### config.mk
export PLATFORM = sky130hd
export DESIGN_NAME = triangle_grid_row_spans
export DESIGN_NICKNAME = d
export VERILOG_FILES = /design/src/design/tgrs_pkg.sv /design/src/design/tgrs_div.sv /design/src/design/tgrs_dp.sv /design/src/design/tgrs_ctrl.sv /design/src/design/triangle_grid_row_spans.sv
export SDC_FILE = /design/constraint.sdc
export NUM_CORES = 2
export LEC_CHECK = 0
export ABC_AREA = 1
export BUFFER_PORTS_ARGS = -buffer_cell sky130_fd_sc_hd__buf_2
export CORE_ASPECT_RATIO = 0.75
export CORE_MARGIN = 8
export CORE_UTILIZATION = 60
export DETAILED_ROUTE_END_ITERATION = 16
export PLACE_DENSITY = 0.76
export SETUP_SLACK_MARGIN = 0.2
export SKIP_CTS_REPAIR_TIMING = 1
export SYNTH_ARGS = -nofsm -noshare
export SYNTH_HDL_FRONTEND = slang
export SYNTH_SLANG_ARGS = --single-unit
### constraint.sdc
create_clock -name clk -period 23.2 [get_ports clk]
set_input_delay 2.32 -clock clk [delete_from_list [all_inputs] [get_ports clk]]
set_output_delay 2.32 -clock clk [all_outputs]
set_load 0.05 [all_outputs]
### src/design/tgrs_pkg.sv
package tgrs_pkg;

  localparam int CoordBits = 16;
  localparam int CellBits  = 6;
  localparam int ShiftBits = 4;
  localparam logic [ShiftBits-1:0] ShiftMin   = 4'd10;
  localparam logic [ShiftBits-1:0] ShiftMax   = 4'd15;
  localparam logic [ShiftBits-1:0] ShiftReset = 4'd10;

  // register address of cell_shift
  localparam logic [1:0] RegCellShift = 2'd0;

  // product of two 17 bit signed differences
  localparam int ProdBits = 2 * (CoordBits + 1);
  // magnitude of the adjusted dividend
  localparam int DvdBits  = ProdBits;

  // edge selector
  localparam logic EdgeFirst  = 1'b0;
  localparam logic EdgeSecond = 1'b1;

  // pass codes
  localparam logic PassUp   = 1'b0;
  localparam logic PassDown = 1'b1;

  typedef struct packed {
    logic [CoordBits-1:0] ax;
    logic [CoordBits-1:0] ay;
    logic [CoordBits-1:0] bx;
    logic [CoordBits-1:0] by;
    logic [CoordBits-1:0] cx;
    logic [CoordBits-1:0] cy;
  } in_t;

  typedef struct packed {
    logic [CellBits-1:0] row;
    logic [CellBits-1:0] col_first;
    logic [CellBits-1:0] col_last;
    logic                last;
  } out_t;

  typedef struct packed {
    logic load;
    logic init_up;
    logic init_down;
    logic mul;
    logic edge_sel;
    logic div_start;
    logic store;
    logic emit;
  } cmd_t;

  typedef struct packed {
    logic div_busy;
    logic row_end;
    logic down_empty;
    logic out_free;
  } stat_t;

endpackage

### src/design/tgrs_div.sv
module tgrs_div (
  input  logic                              clk,
  input  logic                              rst,
  input  logic                              start,
  input  logic [tgrs_pkg::DvdBits-1:0]      dividend,
  input  logic [tgrs_pkg::CoordBits-1:0]    divisor,
  output logic                              busy,
  output logic [tgrs_pkg::DvdBits-1:0]      quotient
);
  import tgrs_pkg::*;

  localparam int CntBits = $clog2(DvdBits + 1);

  logic [CoordBits-1:0] rem;
  logic [CoordBits-1:0] dsr;
  logic [CntBits-1:0]   cnt;
  logic [CoordBits:0]   trial;
  logic                 fits;

  // one quotient bit per cycle, restoring
  always_comb begin
    trial = {rem, quotient[DvdBits-1]};
    fits  = trial >= {1'b0, dsr};
  end

  always_ff @(posedge clk) begin
    if (rst) begin
      busy <= 1'b0;
      cnt  <= '0;
    end else if (start) begin
      busy     <= 1'b1;
      cnt      <= CntBits'(DvdBits);
      rem      <= '0;
      dsr      <= divisor;
      quotient <= dividend;
    end else if (busy) begin
      rem      <= fits ? CoordBits'(trial - {1'b0, dsr}) : trial[CoordBits-1:0];
      quotient <= {quotient[DvdBits-2:0], fits};
      cnt      <= cnt - 1'b1;
      if (cnt == CntBits'(1)) begin
        busy <= 1'b0;
      end
    end
  end

endmodule

### src/design/tgrs_dp.sv
module tgrs_dp (
  input  logic                           clk,
  input  logic                           rst,
  input  tgrs_pkg::cmd_t                 cmd,
  output tgrs_pkg::stat_t                stat,
  input  tgrs_pkg::in_t                  in_data,
  input  logic [tgrs_pkg::ShiftBits-1:0] cell_shift,
  output logic                           out_valid,
  input  logic                           out_ready,
  output tgrs_pkg::out_t                 out_data
);
  import tgrs_pkg::*;

  localparam int YBits = CoordBits + CellBits;

  logic [CoordBits-1:0] xa, ya, xb, yb, xc, yc;
  logic [CoordBits-1:0] s_xa, s_ya, s_xb, s_yb, s_xc, s_yc, t;
  logic [ShiftBits-1:0] sh;
  logic [CellBits-1:0]  iya, iyb, iyc;
  logic [CellBits-1:0]  row, prev0, prev1, e0, e1;
  logic                 pass;

  logic [CoordBits-1:0] x0, y0, x1, y1, ylo, yhi, yclamp;
  logic [CellBits:0]    row_p;
  logic [YBits-1:0]     ybnd;
  logic signed [CoordBits:0] dx, dy, dn;

  logic signed [ProdBits-1:0] prod;
  logic signed [CoordBits:0]  den;
  logic [CoordBits-1:0]       ex0, ex1;
  logic                       flat, negq;
  logic signed [ProdBits:0]   dvd;
  logic [DvdBits-1:0]         dmag, quo;
  logic [CoordBits-1:0]       dsr;
  logic                       div_busy;
  logic signed [DvdBits+1:0]  qv, xs;
  logic [DvdBits+1:0]         xsh;
  logic [CellBits-1:0]        edge_col;
  logic [CellBits-1:0]        lo, hi, m0, m1, n0, n1;

  // clamp of the configured shift
  always_comb begin
    sh = cell_shift;
    if (cell_shift < ShiftMin) sh = ShiftMin;
    if (cell_shift > ShiftMax) sh = ShiftMax;
  end

  // sort by y, swapping only on strictly less
  always_comb begin
    t    = '0;
    s_xa = in_data.ax; s_ya = in_data.ay;
    s_xb = in_data.bx; s_yb = in_data.by;
    s_xc = in_data.cx; s_yc = in_data.cy;
    if (s_yb < s_ya) begin
      t = s_xa; s_xa = s_xb; s_xb = t; t = s_ya; s_ya = s_yb; s_yb = t;
    end
    if (s_yc < s_ya) begin
      t = s_xa; s_xa = s_xc; s_xc = t; t = s_ya; s_ya = s_yc; s_yc = t;
    end
    if (s_yc < s_yb) begin
      t = s_xb; s_xb = s_xc; s_xc = t; t = s_yb; s_yb = s_yc; s_yc = t;
    end
  end

  assign iya = CellBits'(ya >> sh);
  assign iyb = CellBits'(yb >> sh);
  assign iyc = CellBits'(yc >> sh);

  // edge endpoints for the current pass
  always_comb begin
    if (pass == PassUp) begin
      x0 = xa; y0 = ya;
      x1 = (cmd.edge_sel == EdgeFirst) ? xb : xc;
      y1 = (cmd.edge_sel == EdgeFirst) ? yb : yc;
    end else begin
      x0 = xc; y0 = yc;
      x1 = (cmd.edge_sel == EdgeFirst) ? xa : xb;
      y1 = (cmd.edge_sel == EdgeFirst) ? ya : yb;
    end
    ylo   = (y0 < y1) ? y0 : y1;
    yhi   = (y0 < y1) ? y1 : y0;
    row_p = (pass == PassUp) ? ({1'b0, row} + 1'b1) : {1'b0, row};
    ybnd  = YBits'(row_p) << sh;
    if (ybnd < YBits'(ylo)) begin
      yclamp = ylo;
    end else if (ybnd > YBits'(yhi)) begin
      yclamp = yhi;
    end else begin
      yclamp = ybnd[CoordBits-1:0];
    end
    dx = $signed({1'b0, x1}) - $signed({1'b0, x0});
    dy = $signed({1'b0, yclamp}) - $signed({1'b0, y0});
    dn = $signed({1'b0, y1}) - $signed({1'b0, y0});
  end

  // floor division written as a truncating division of an adjusted dividend
  always_comb begin
    if (prod[ProdBits-1]) begin
      dvd = -(ProdBits+1)'(prod) + (ProdBits+1)'(den) - (ProdBits+1)'(1);
    end else begin
      dvd = (ProdBits+1)'(prod);
    end
    dmag = dvd[ProdBits] ? DvdBits'(-dvd) : DvdBits'(dvd);
    dsr  = den[CoordBits] ? CoordBits'(-den) : CoordBits'(den);
  end

  tgrs_div u_div (
    .clk      (clk),
    .rst      (rst),
    .start    (cmd.div_start),
    .dividend (dmag),
    .divisor  (dsr),
    .busy     (div_busy),
    .quotient (quo)
  );

  // edge x to cell
  always_comb begin
    qv  = $signed({2'b00, quo});
    xs  = $signed((DvdBits+2)'(ex0)) + (negq ? -qv : qv);
    xsh = xs[DvdBits+1] ? '0 : ($unsigned(xs) >> sh);
    if (flat) begin
      edge_col = CellBits'(ex1 >> sh);
    end else if (xsh > (DvdBits+2)'({CellBits{1'b1}})) begin
      edge_col = {CellBits{1'b1}};
    end else begin
      edge_col = xsh[CellBits-1:0];
    end
  end

  // span bounds over both boundaries
  always_comb begin
    m0 = (e0 < e1) ? e0 : e1;
    m1 = (prev0 < prev1) ? prev0 : prev1;
    n0 = (e0 > e1) ? e0 : e1;
    n1 = (prev0 > prev1) ? prev0 : prev1;
    lo = (m0 < m1) ? m0 : m1;
    hi = (n0 > n1) ? n0 : n1;
  end

  always_comb begin
    stat.div_busy   = div_busy;
    stat.row_end    = (pass == PassUp) ? (row == iyb) : (row == iyb + 1'b1);
    stat.down_empty = (iyc == iyb);
    stat.out_free   = !out_valid || out_ready;
  end

  // payload registers
  always_ff @(posedge clk) begin
    if (cmd.load) begin
      xa <= s_xa; ya <= s_ya;
      xb <= s_xb; yb <= s_yb;
      xc <= s_xc; yc <= s_yc;
    end
    if (cmd.init_up) begin
      prev0 <= CellBits'(xa >> sh);
      prev1 <= CellBits'(xa >> sh);
      row   <= iya;
    end
    if (cmd.init_down) begin
      prev0 <= CellBits'(xc >> sh);
      prev1 <= CellBits'(xc >> sh);
      row   <= iyc;
    end
    if (cmd.mul) begin
      prod <= ProdBits'(dx) * ProdBits'(dy);
      den  <= dn;
      ex0  <= x0;
      ex1  <= x1;
      flat <= (y1 == y0);
    end
    if (cmd.div_start) begin
      negq <= dvd[ProdBits] ^ den[CoordBits] ^ prod[ProdBits-1];
    end
    if (cmd.store) begin
      if (cmd.edge_sel == EdgeFirst) begin
        e0 <= edge_col;
      end else begin
        e1 <= edge_col;
      end
    end
    if (cmd.emit) begin
      out_data.row       <= row;
      out_data.col_first <= lo;
      out_data.col_last  <= hi;
      out_data.last      <= stat.row_end && (pass == PassDown || stat.down_empty);
      prev0 <= e0;
      prev1 <= e1;
      row   <= (pass == PassUp) ? row + 1'b1 : row - 1'b1;
    end
  end

  // pass flag and output valid
  always_ff @(posedge clk) begin
    if (rst) begin
      pass      <= PassUp;
      out_valid <= 1'b0;
    end else begin
      if (cmd.init_up) pass <= PassUp;
      if (cmd.init_down) pass <= PassDown;
      if (cmd.emit) begin
        out_valid <= 1'b1;
      end else if (out_ready) begin
        out_valid <= 1'b0;
      end
    end
  end

endmodule

### src/design/tgrs_ctrl.sv
module tgrs_ctrl (
  input  logic            clk,
  input  logic            rst,
  input  logic            in_valid,
  output logic            in_ready,
  input  tgrs_pkg::stat_t stat,
  output tgrs_pkg::cmd_t  cmd
);
  import tgrs_pkg::*;

  typedef enum logic [2:0] {
    S_IDLE, S_INIT_UP, S_INIT_DOWN, S_MUL, S_DIV_GO, S_DIV_WAIT, S_STORE, S_EMIT
  } state_t;

  state_t state;
  logic   sel;
  logic   down_pass;

  assign in_ready = (state == S_IDLE);

  // commands decoded from state
  always_comb begin
    cmd           = '0;
    cmd.edge_sel  = sel;
    cmd.load      = (state == S_IDLE) && in_valid;
    cmd.init_up   = (state == S_INIT_UP);
    cmd.init_down = (state == S_INIT_DOWN);
    cmd.mul       = (state == S_MUL);
    cmd.div_start = (state == S_DIV_GO);
    cmd.store     = (state == S_STORE);
    cmd.emit      = (state == S_EMIT) && stat.out_free;
  end

  // the row just finished ends the triangle
  function automatic logic last_span();
    return stat.down_empty || down_pass;
  endfunction

  always_ff @(posedge clk) begin
    if (rst) begin
      down_pass <= 1'b0;
    end else if (state == S_INIT_UP) begin
      down_pass <= 1'b0;
    end else if (state == S_INIT_DOWN) begin
      down_pass <= 1'b1;
    end
  end

  // sequencer: each edge of a row in turn, then its span
  always_ff @(posedge clk) begin
    if (rst) begin
      state <= S_IDLE;
      sel   <= EdgeFirst;
    end else begin
      unique case (state)
        S_IDLE: begin
          if (in_valid) state <= S_INIT_UP;
        end
        S_INIT_UP, S_INIT_DOWN: begin
          sel   <= EdgeFirst;
          state <= S_MUL;
        end
        S_MUL: state <= S_DIV_GO;
        S_DIV_GO: state <= S_DIV_WAIT;
        S_DIV_WAIT: begin
          if (!stat.div_busy) state <= S_STORE;
        end
        S_STORE: begin
          if (sel == EdgeFirst) begin
            sel   <= EdgeSecond;
            state <= S_MUL;
          end else begin
            state <= S_EMIT;
          end
        end
        S_EMIT: begin
          if (stat.out_free) begin
            sel <= EdgeFirst;
            priority if (!stat.row_end) begin
              state <= S_MUL;
            end else if (cmd.emit && !last_span()) begin
              state <= S_INIT_DOWN;
            end else begin
              state <= S_IDLE;
            end
          end
        end
        default: state <= S_IDLE;
      endcase
    end
  end

endmodule

### src/design/triangle_grid_row_spans.sv
// channel  | direction | handshake              | payload
// in       | input     | in_valid / in_ready    | in_data  (three vertices)
// out      | output    | out_valid / out_ready  | out_data (one row span)
// cfg      | input     | APB psel/penable/pwrite| cell_shift at address 0
//
// one triangle at a time: a set-up state at the start of each pass, then for
// each covered row an evaluation of each of its edges (multiply, divider start,
// wait on the 34 step serial divider, store) followed by the emit of its span;
// up to 64 spans per triangle
// reset is synchronous and active high; cell_shift returns to 10
// a full output register stalls the sequencer until the span is taken
module triangle_grid_row_spans (
  input  logic                           clk,
  input  logic                           rst,
  input  logic                           in_valid,
  output logic                           in_ready,
  input  tgrs_pkg::in_t                  in_data,
  output logic                           out_valid,
  input  logic                           out_ready,
  output tgrs_pkg::out_t                 out_data,
  input  logic                           psel,
  input  logic                           penable,
  input  logic                           pwrite,
  input  logic [1:0]                     paddr,
  input  logic [31:0]                    pwdata,
  output logic [31:0]                    prdata,
  output logic                           pready
);
  import tgrs_pkg::*;

  logic [ShiftBits-1:0] cell_shift;
  cmd_t                 cmd;
  stat_t                stat;

  // configuration register, single word at address 0
  assign pready = 1'b1;
  assign prdata = {{(32-ShiftBits){1'b0}}, cell_shift};

  always_ff @(posedge clk) begin
    if (rst) begin
      cell_shift <= ShiftReset;
    end else if (psel && penable && pwrite && (paddr == RegCellShift)) begin
      cell_shift <= pwdata[ShiftBits-1:0];
    end
  end

  tgrs_ctrl u_ctrl (
    .clk      (clk),
    .rst      (rst),
    .in_valid (in_valid),
    .in_ready (in_ready),
    .stat     (stat),
    .cmd      (cmd)
  );

  tgrs_dp u_dp (
    .clk        (clk),
    .rst        (rst),
    .cmd        (cmd),
    .stat       (stat),
    .in_data    (in_data),
    .cell_shift (cell_shift),
    .out_valid  (out_valid),
    .out_ready  (out_ready),
    .out_data   (out_data)
  );

endmodule

* Yosys cells after proc, flatten, opt, wreduce, memory -nomap -nowiden
Cells that the tools add are included.
Storage, ports and cells: bits in registers 314, latch bits 0, RAM bits 0, ROM bits 0, bits of input ports 137, output and inout port bits 54, word-level logic and storage cells 192, memories kept 0
Operators by class: $add $sub $neg 16, multipliers 1, div/mod/pow operators 0, $lt $le $gt $ge 16, equality and inequality tests 15, shift-type cells 8, multiplexer cells 71, bitwise operators 4, reductions and logical operators 28
Operators by type and width (count):
- $mux 16 | 27
- $mux 6 | 18
- $mux 34 | 3
- $shr 16x4->6 | 6
- $mux 36 | 2
- $lt 16x16->1 | 4
- $sub 16x16->17 | 3
- $add 17x36->36 | 1
- $gt 36x6->1 const B | 1
- $neg 34->36 | 1
- $shr 36x4->36 | 1
- $add 35x17->35 | 1
- $mux 35 | 1
- $neg 34->35 | 1
- $sub 35x2->35 const B | 1
- $mul 17x17->34 | 1
- $neg 34->34 | 1
- $gt 22x16->1 | 1
- $lt 22x16->1 | 1
- $shl 7x4->22 | 1
- $pmux 3 s7 | 1
- $eq 6x6->1 | 3
- $gt 6x6->1 | 3
- $lt 6x6->1 | 3
- other kinds (33) | 73

* Depth between registers and ports, before layout
word-level depth 12, gate-level depth with buffers 83

* Modules after synthesis
A second synthesis with hierarchy kept.
Second synthesis, totals: cells, all modules 5476, area, all modules 39834.5 um2
Modules (own cells, without submodules):
- tgrs_dp | times used 1, cells each 4833, area an instance 34733.3 um2
- tgrs_div | times used 1, cells each 523, area an instance 4327.9 um2
- triangle_grid_row_spans | times used 1, cells each 62, area an instance 422.9 um2
- tgrs_ctrl | times used 1, cells each 58, area an instance 350.3 um2

* Worst setup path before layout
OpenSTA, ideal clock, no wires.
path type reg-to-reg, start point reg u_dp.pass, end point reg u_dp.prod[32] (data pin), library setup time 262 ps, arrival 12735 ps, required time 22938 ps, slack 10204 ps, stages on the path, launching flop included 83, buffers on the path 5, period minus slack after synthesis 12996 ps, path through dfxtp_1 -> buf_2 -> clkbuf_1 -> buf_1 -> nand2_1 -> o21ai_0 -> inv_1 -> ha_1 -> nand3_1 -> nand2_1 -> a21oi_2 -> o21ai_2 -> a21boi_2 -> o21ai_2 -> a21boi_2 -> o21ai_2 -> nand2_1 -> nand2_1 -> [47 not listed] -> fa_1 -> fa_1 -> fa_1 -> inv_1 -> fa_1 -> inv_1 -> ha_1 -> a21oi_1 -> o21ai_0 -> a21oi_1 -> inv_1 -> nand2_1 -> o211ai_1 -> a21boi_1 -> o21ai_1 -> a21boi_1 -> o21ai_1 -> xor2_1
Between the ends: cells in the longest elaborated chain, start to end 8, elaborated cells between the ends (all ways) 16, those cells by class 2 x add/sub; 1 x mul; 3 x order compare; 1 x shift; 9 x mux
RTL lines:
- from (decl) | line tgrs_dp.sv:21 | logic pass;
- from (signal assigned) | line tgrs_dp.sv:196 | pass <= PassUp;
- from (signal assigned) | line tgrs_dp.sv:199 | if (cmd.init_up) pass <= PassUp;
- from (signal assigned) | line tgrs_dp.sv:200 | if (cmd.init_down) pass <= PassDown;
- $mux 16 | line tgrs_dp.sv:71 | if (pass == PassUp) begin
- $lt 16x16->1 | line tgrs_dp.sv:80, tgrs_dp.sv:81
- $mux 16 | line tgrs_dp.sv:81 | yhi = (y0 < y1) ? y1 : y0;
- $gt 22x16->1 | line tgrs_dp.sv:86 | end else if (ybnd > YBits'(yhi)) begin
- $mux 16 | line tgrs_dp.sv:86
- $mux 16 | line tgrs_dp.sv:84 | if (ybnd < YBits'(ylo)) begin
- $sub 16x16->17 | line tgrs_dp.sv:92 | dy = $signed({1'b0, yclamp}) - $signed({1'b0, y0});
- $mul 17x17->34 * | line tgrs_dp.sv:166 | prod <= ProdBits'(dx) * ProdBits'(dy);
- to (signal assigned) | line tgrs_dp.sv:166
- to (decl) | line tgrs_dp.sv:28 | logic signed [ProdBits-1:0] prod;
Every way passes the cells marked *; elsewhere a longest branch is shown, timed or not. A chain may end at the register's enable or synchronous reset.

* Worst setup path after layout
start point reg u_ctrl.sel, end point reg u_dp.prod[32] (data pin)
Between the ends: cells in the longest elaborated chain, start to end 9, elaborated cells between the ends (all ways) 16, those cells by class 2 x add/sub; 1 x mul; 3 x order compare; 10 x mux
RTL lines:
- from (decl) | line tgrs_ctrl.sv:16 | logic sel;
- from (signal assigned) | line tgrs_ctrl.sv:53 | sel <= EdgeFirst;
- from (signal assigned) | line tgrs_ctrl.sv:60 | sel <= EdgeFirst;
- from (signal assigned) | line tgrs_ctrl.sv:70 | sel <= EdgeSecond;
- $mux 16, on equally long branches | line tgrs_dp.sv:74, tgrs_dp.sv:78
- $mux 16 | line tgrs_dp.sv:71
- $lt 16x16->1 | line tgrs_dp.sv:80, tgrs_dp.sv:81
- $mux 16 | line tgrs_dp.sv:81
- $gt 22x16->1 | line tgrs_dp.sv:86
- $mux 16 | line tgrs_dp.sv:86
- $mux 16 | line tgrs_dp.sv:84
- $sub 16x16->17 | line tgrs_dp.sv:92
- $mul 17x17->34 * | line tgrs_dp.sv:166
Marks and branches as above.

==> flow_metrics.tcl <==
set metrics [dict create \
    outcome "finished, final reports clean" \
    fin_crit_ns 15.91 \
    wirelength_um 110000 \
    synth_top_area_cell "edfxtp_1" \
    setup_viol 0 \
    slew_headroom_pct 24.4 \
    wire_per_inst_um 17.5 \
    rsz0062_at_grt "false" \
    syn_avg_cell_area_um2 7.35 \
    fin_setup_tns_ns 0 \
    dieArea_um2 73800 \
    slowest_delay_ns 0.71 \
    routed_via_density 5.53 \
    drtIter0Drc 3414 \
    die_h_um 237 \
    ys_top_cells_by_area "edfxtp_1 22%, fa_1 16%, nand2_1 12%" \
    grt_overflow 0 \
    grt_pass1_vias 33100 \
    globalRouteTotalUtil_pct 29.3 \
    drive_gt1_share_pct 6.92 \
    startpoint "u_ctrl.sel" \
    crit_end "u_dp.prod[32]" \
    h-tree-depth 2 \
    grt_pass1_wl_um 176000 \
    synth_edf_count 286 \
    synthesis.area_um2 39200 \
    r2r_slack_ns 7.29 \
    fin_util_pct 64.3 \
    worstRegToRegCells 77 \
    synth_cells 5330 \
    gp_congestion 1.03 \
    ant_nets 0 \
    path_clk_slew_ns 0.06 \
    stdcell_count 6282 \
    maxCapViolations 0 \
    area_growth_pct 6.48 \
    r2r-end "u_dp.prod[32]" \
    netlist_top_cells_count "1257 x nand2_1, 886 x inv_1, 467 x nor2_1, 457 x o21ai_0, 309 x ha_1" \
    yosysUniqueCellTypes 75 \
    drc 0 \
    synthMostInstantiatedCell "nand2_1" \
    critical_path.max_fanout 71 \
    cp-end-kind "flop" \
    hold_path_class "reg2reg" \
    port_buffers 133 \
    clock.fmax_ghz 0.0629 \
    grt_max_degree 128 \
    period_share_pct 68.6 \
    antenna_found_initial 5 \
    worstMarginPinSlew_ns 1.13 \
    ys.flop_type "edfxtp_1" \
    fillers 5801 \
    cts-buffers-inserted 35 \
    fin_nets 6128 \
    tritoncts "built" \
    cp_data_required_time_ns 23.52 \
    startpoint_type "flop" \
    fin_hold_ws_ns 0.482 \
    ys_ff_latch 304 \
    start_util_pct 60.4 \
    async_reset_ff_share_pct 0 \
    slew_violations 0 \
    placed_cells 6212 \
    synth_warnings 0 \
    path_class "reg2reg" \
    ios 191 \
    first_pass_iters 5 \
    synth_seq_area_share_pct 22.8 \
    clock-sinks 304 \
    coreArea_um2 64900 \
    die_w_um 311 \
    clock_latency_ns 0.57 \
    cp.arrival_ns 16.22 \
    synth_top_area_share_pct 21.9 \
    r2r_start "u_ctrl.sel" \
    num_vias 34800 \
    rows 81 \
    clock_skew_ns 0.0334 \
    cts_root_buffer "clkbuf_16" \
    finalHoldViolCount 0 \
    dp_hpwl_um 89900 \
    crit_top_cell "nand2_1" \
    cpMaxStageDelayCell "inv_2" \
    cts.path.max_buffers 3 \
]
==> sequential cells by signal, summed over array words and instances, names as in the netlist, 16 cells and up <==
register and flops:
u_dp.prod 34, u_dp.xb 16, u_dp.yb 16, u_dp.u_div.dsr 16, u_dp.out_data 19, u_dp.xa 16, u_dp.ex0 16, u_dp.u_div.rem 16
u_dp.yc 16, u_dp.xc 16, u_dp.ya 16, u_dp.den 17, u_dp.u_div.quotient 34
==> final cells by class <==
| class | instances | area (um2) | area share (%) |
|---|---|---|---|
| diodes | 7 | 17.5 | 0.0420 |
| clock buffers | 42 | 976 | 2.34 |
| clock inverters | 21 | 314 | 0.753 |
| inverters | 901 | 3380 | 8.11 |
| multi-input cells | 3966 | 26000 | 62.4 |
| flip-flops and latches | 304 | 8950 | 21.5 |
| well taps | 871 | 1090 | 2.61 |
| repair buffers | 170 | 943 | 2.26 |
==> logic make-up (layout without fill, tap and decap cells) <==
group | Yosys count | count (layout) | share of synthesized area (%)
adders and majority gates | 613 | 613 | 25.4
AOI/OAI and AO/OA | 906 | 906 | 12.6
DFF | 304 | 304 | 22.8
other | 2 | 55 | 0.0192
and+or+nand+nor | 2217 | 2217 | 23.7
muxes | 11 | 11 | 0.281
xor gates and xnor gates | 171 | 171 | 3.88
buffers and inverters | 1106 | 1134 | 11.3
==> per-layer routing <==
layer  vias to the layer above  wire (um)  global-route usage, %
li1                      17200          -                      -
met1                     16000      49000                   40.8
met2                      1423      44300                   42.4
met3                       184      13300                   10.9
met4                         0       3460                   8.73
met5                         -          0                      0
==> stage by stage <==
step           worst slack, ns  instance area (um2)
2_1_floorplan            10.20                39400
3_3_place_gp              7.67                40400
3_5_place_dp              7.44                40400
4_1_cts                   7.45                41700
5_1_grt                   5.82                41700
6_report                  7.29                41700
==> worst min-delay path by stage <==
stage / start / to / slack, ns / cells after the start
detailed placement: u_ctrl.down_pass / u_ctrl.down_pass / 0.47 / 2
CTS: u_ctrl.down_pass / u_ctrl.down_pass / 0.48 / 2
floorplan: u_ctrl.down_pass / u_ctrl.down_pass / 0.43 / 2
global route: u_ctrl.down_pass / u_ctrl.down_pass / 0.51 / 2
global placement: u_ctrl.down_pass / u_ctrl.down_pass / 0.45 / 2
finish: u_ctrl.down_pass / u_ctrl.down_pass / 0.48 / 2
==> layout by cell type (no fill, tap or decap), types with 16 or more instances in the layout <==
cell	n
xnor2_1	58
o21ai_0	457
edfxtp_1	286
nor3_1	37
fa_1	304
buf_4	37
nand2_2	21
clkbuf_16	38
conb_1	48
xor2_1	110
nand3b_1	18
buf_2	133
nor2_2	19
nand3_1	263
ha_1	309
inv_1	886
nand4_1	44
nand2_1	1254
o22ai_1	28
nor2_1	463
o21ai_1	42
or2_2	44
a21oi_1	262
dfxtp_1	16
==> worst max-delay path: cells and delay by family (launching register included) <==
| family | cells | cell delay, ns |
|---|---|---|
| compound gates | 30 | 5.69 |
| xor+xnor | 1 | 0.15 |
| fa+ha+maj | 11 | 4.80 |
| buf+inv | 10 | 2.23 |
| flops | 1 | 0.32 |
| simple gates | 25 | 2.36 |
Power is not shown: default switching activity piles up to over one toggle a cycle in this logic, so the estimate is an artifact.
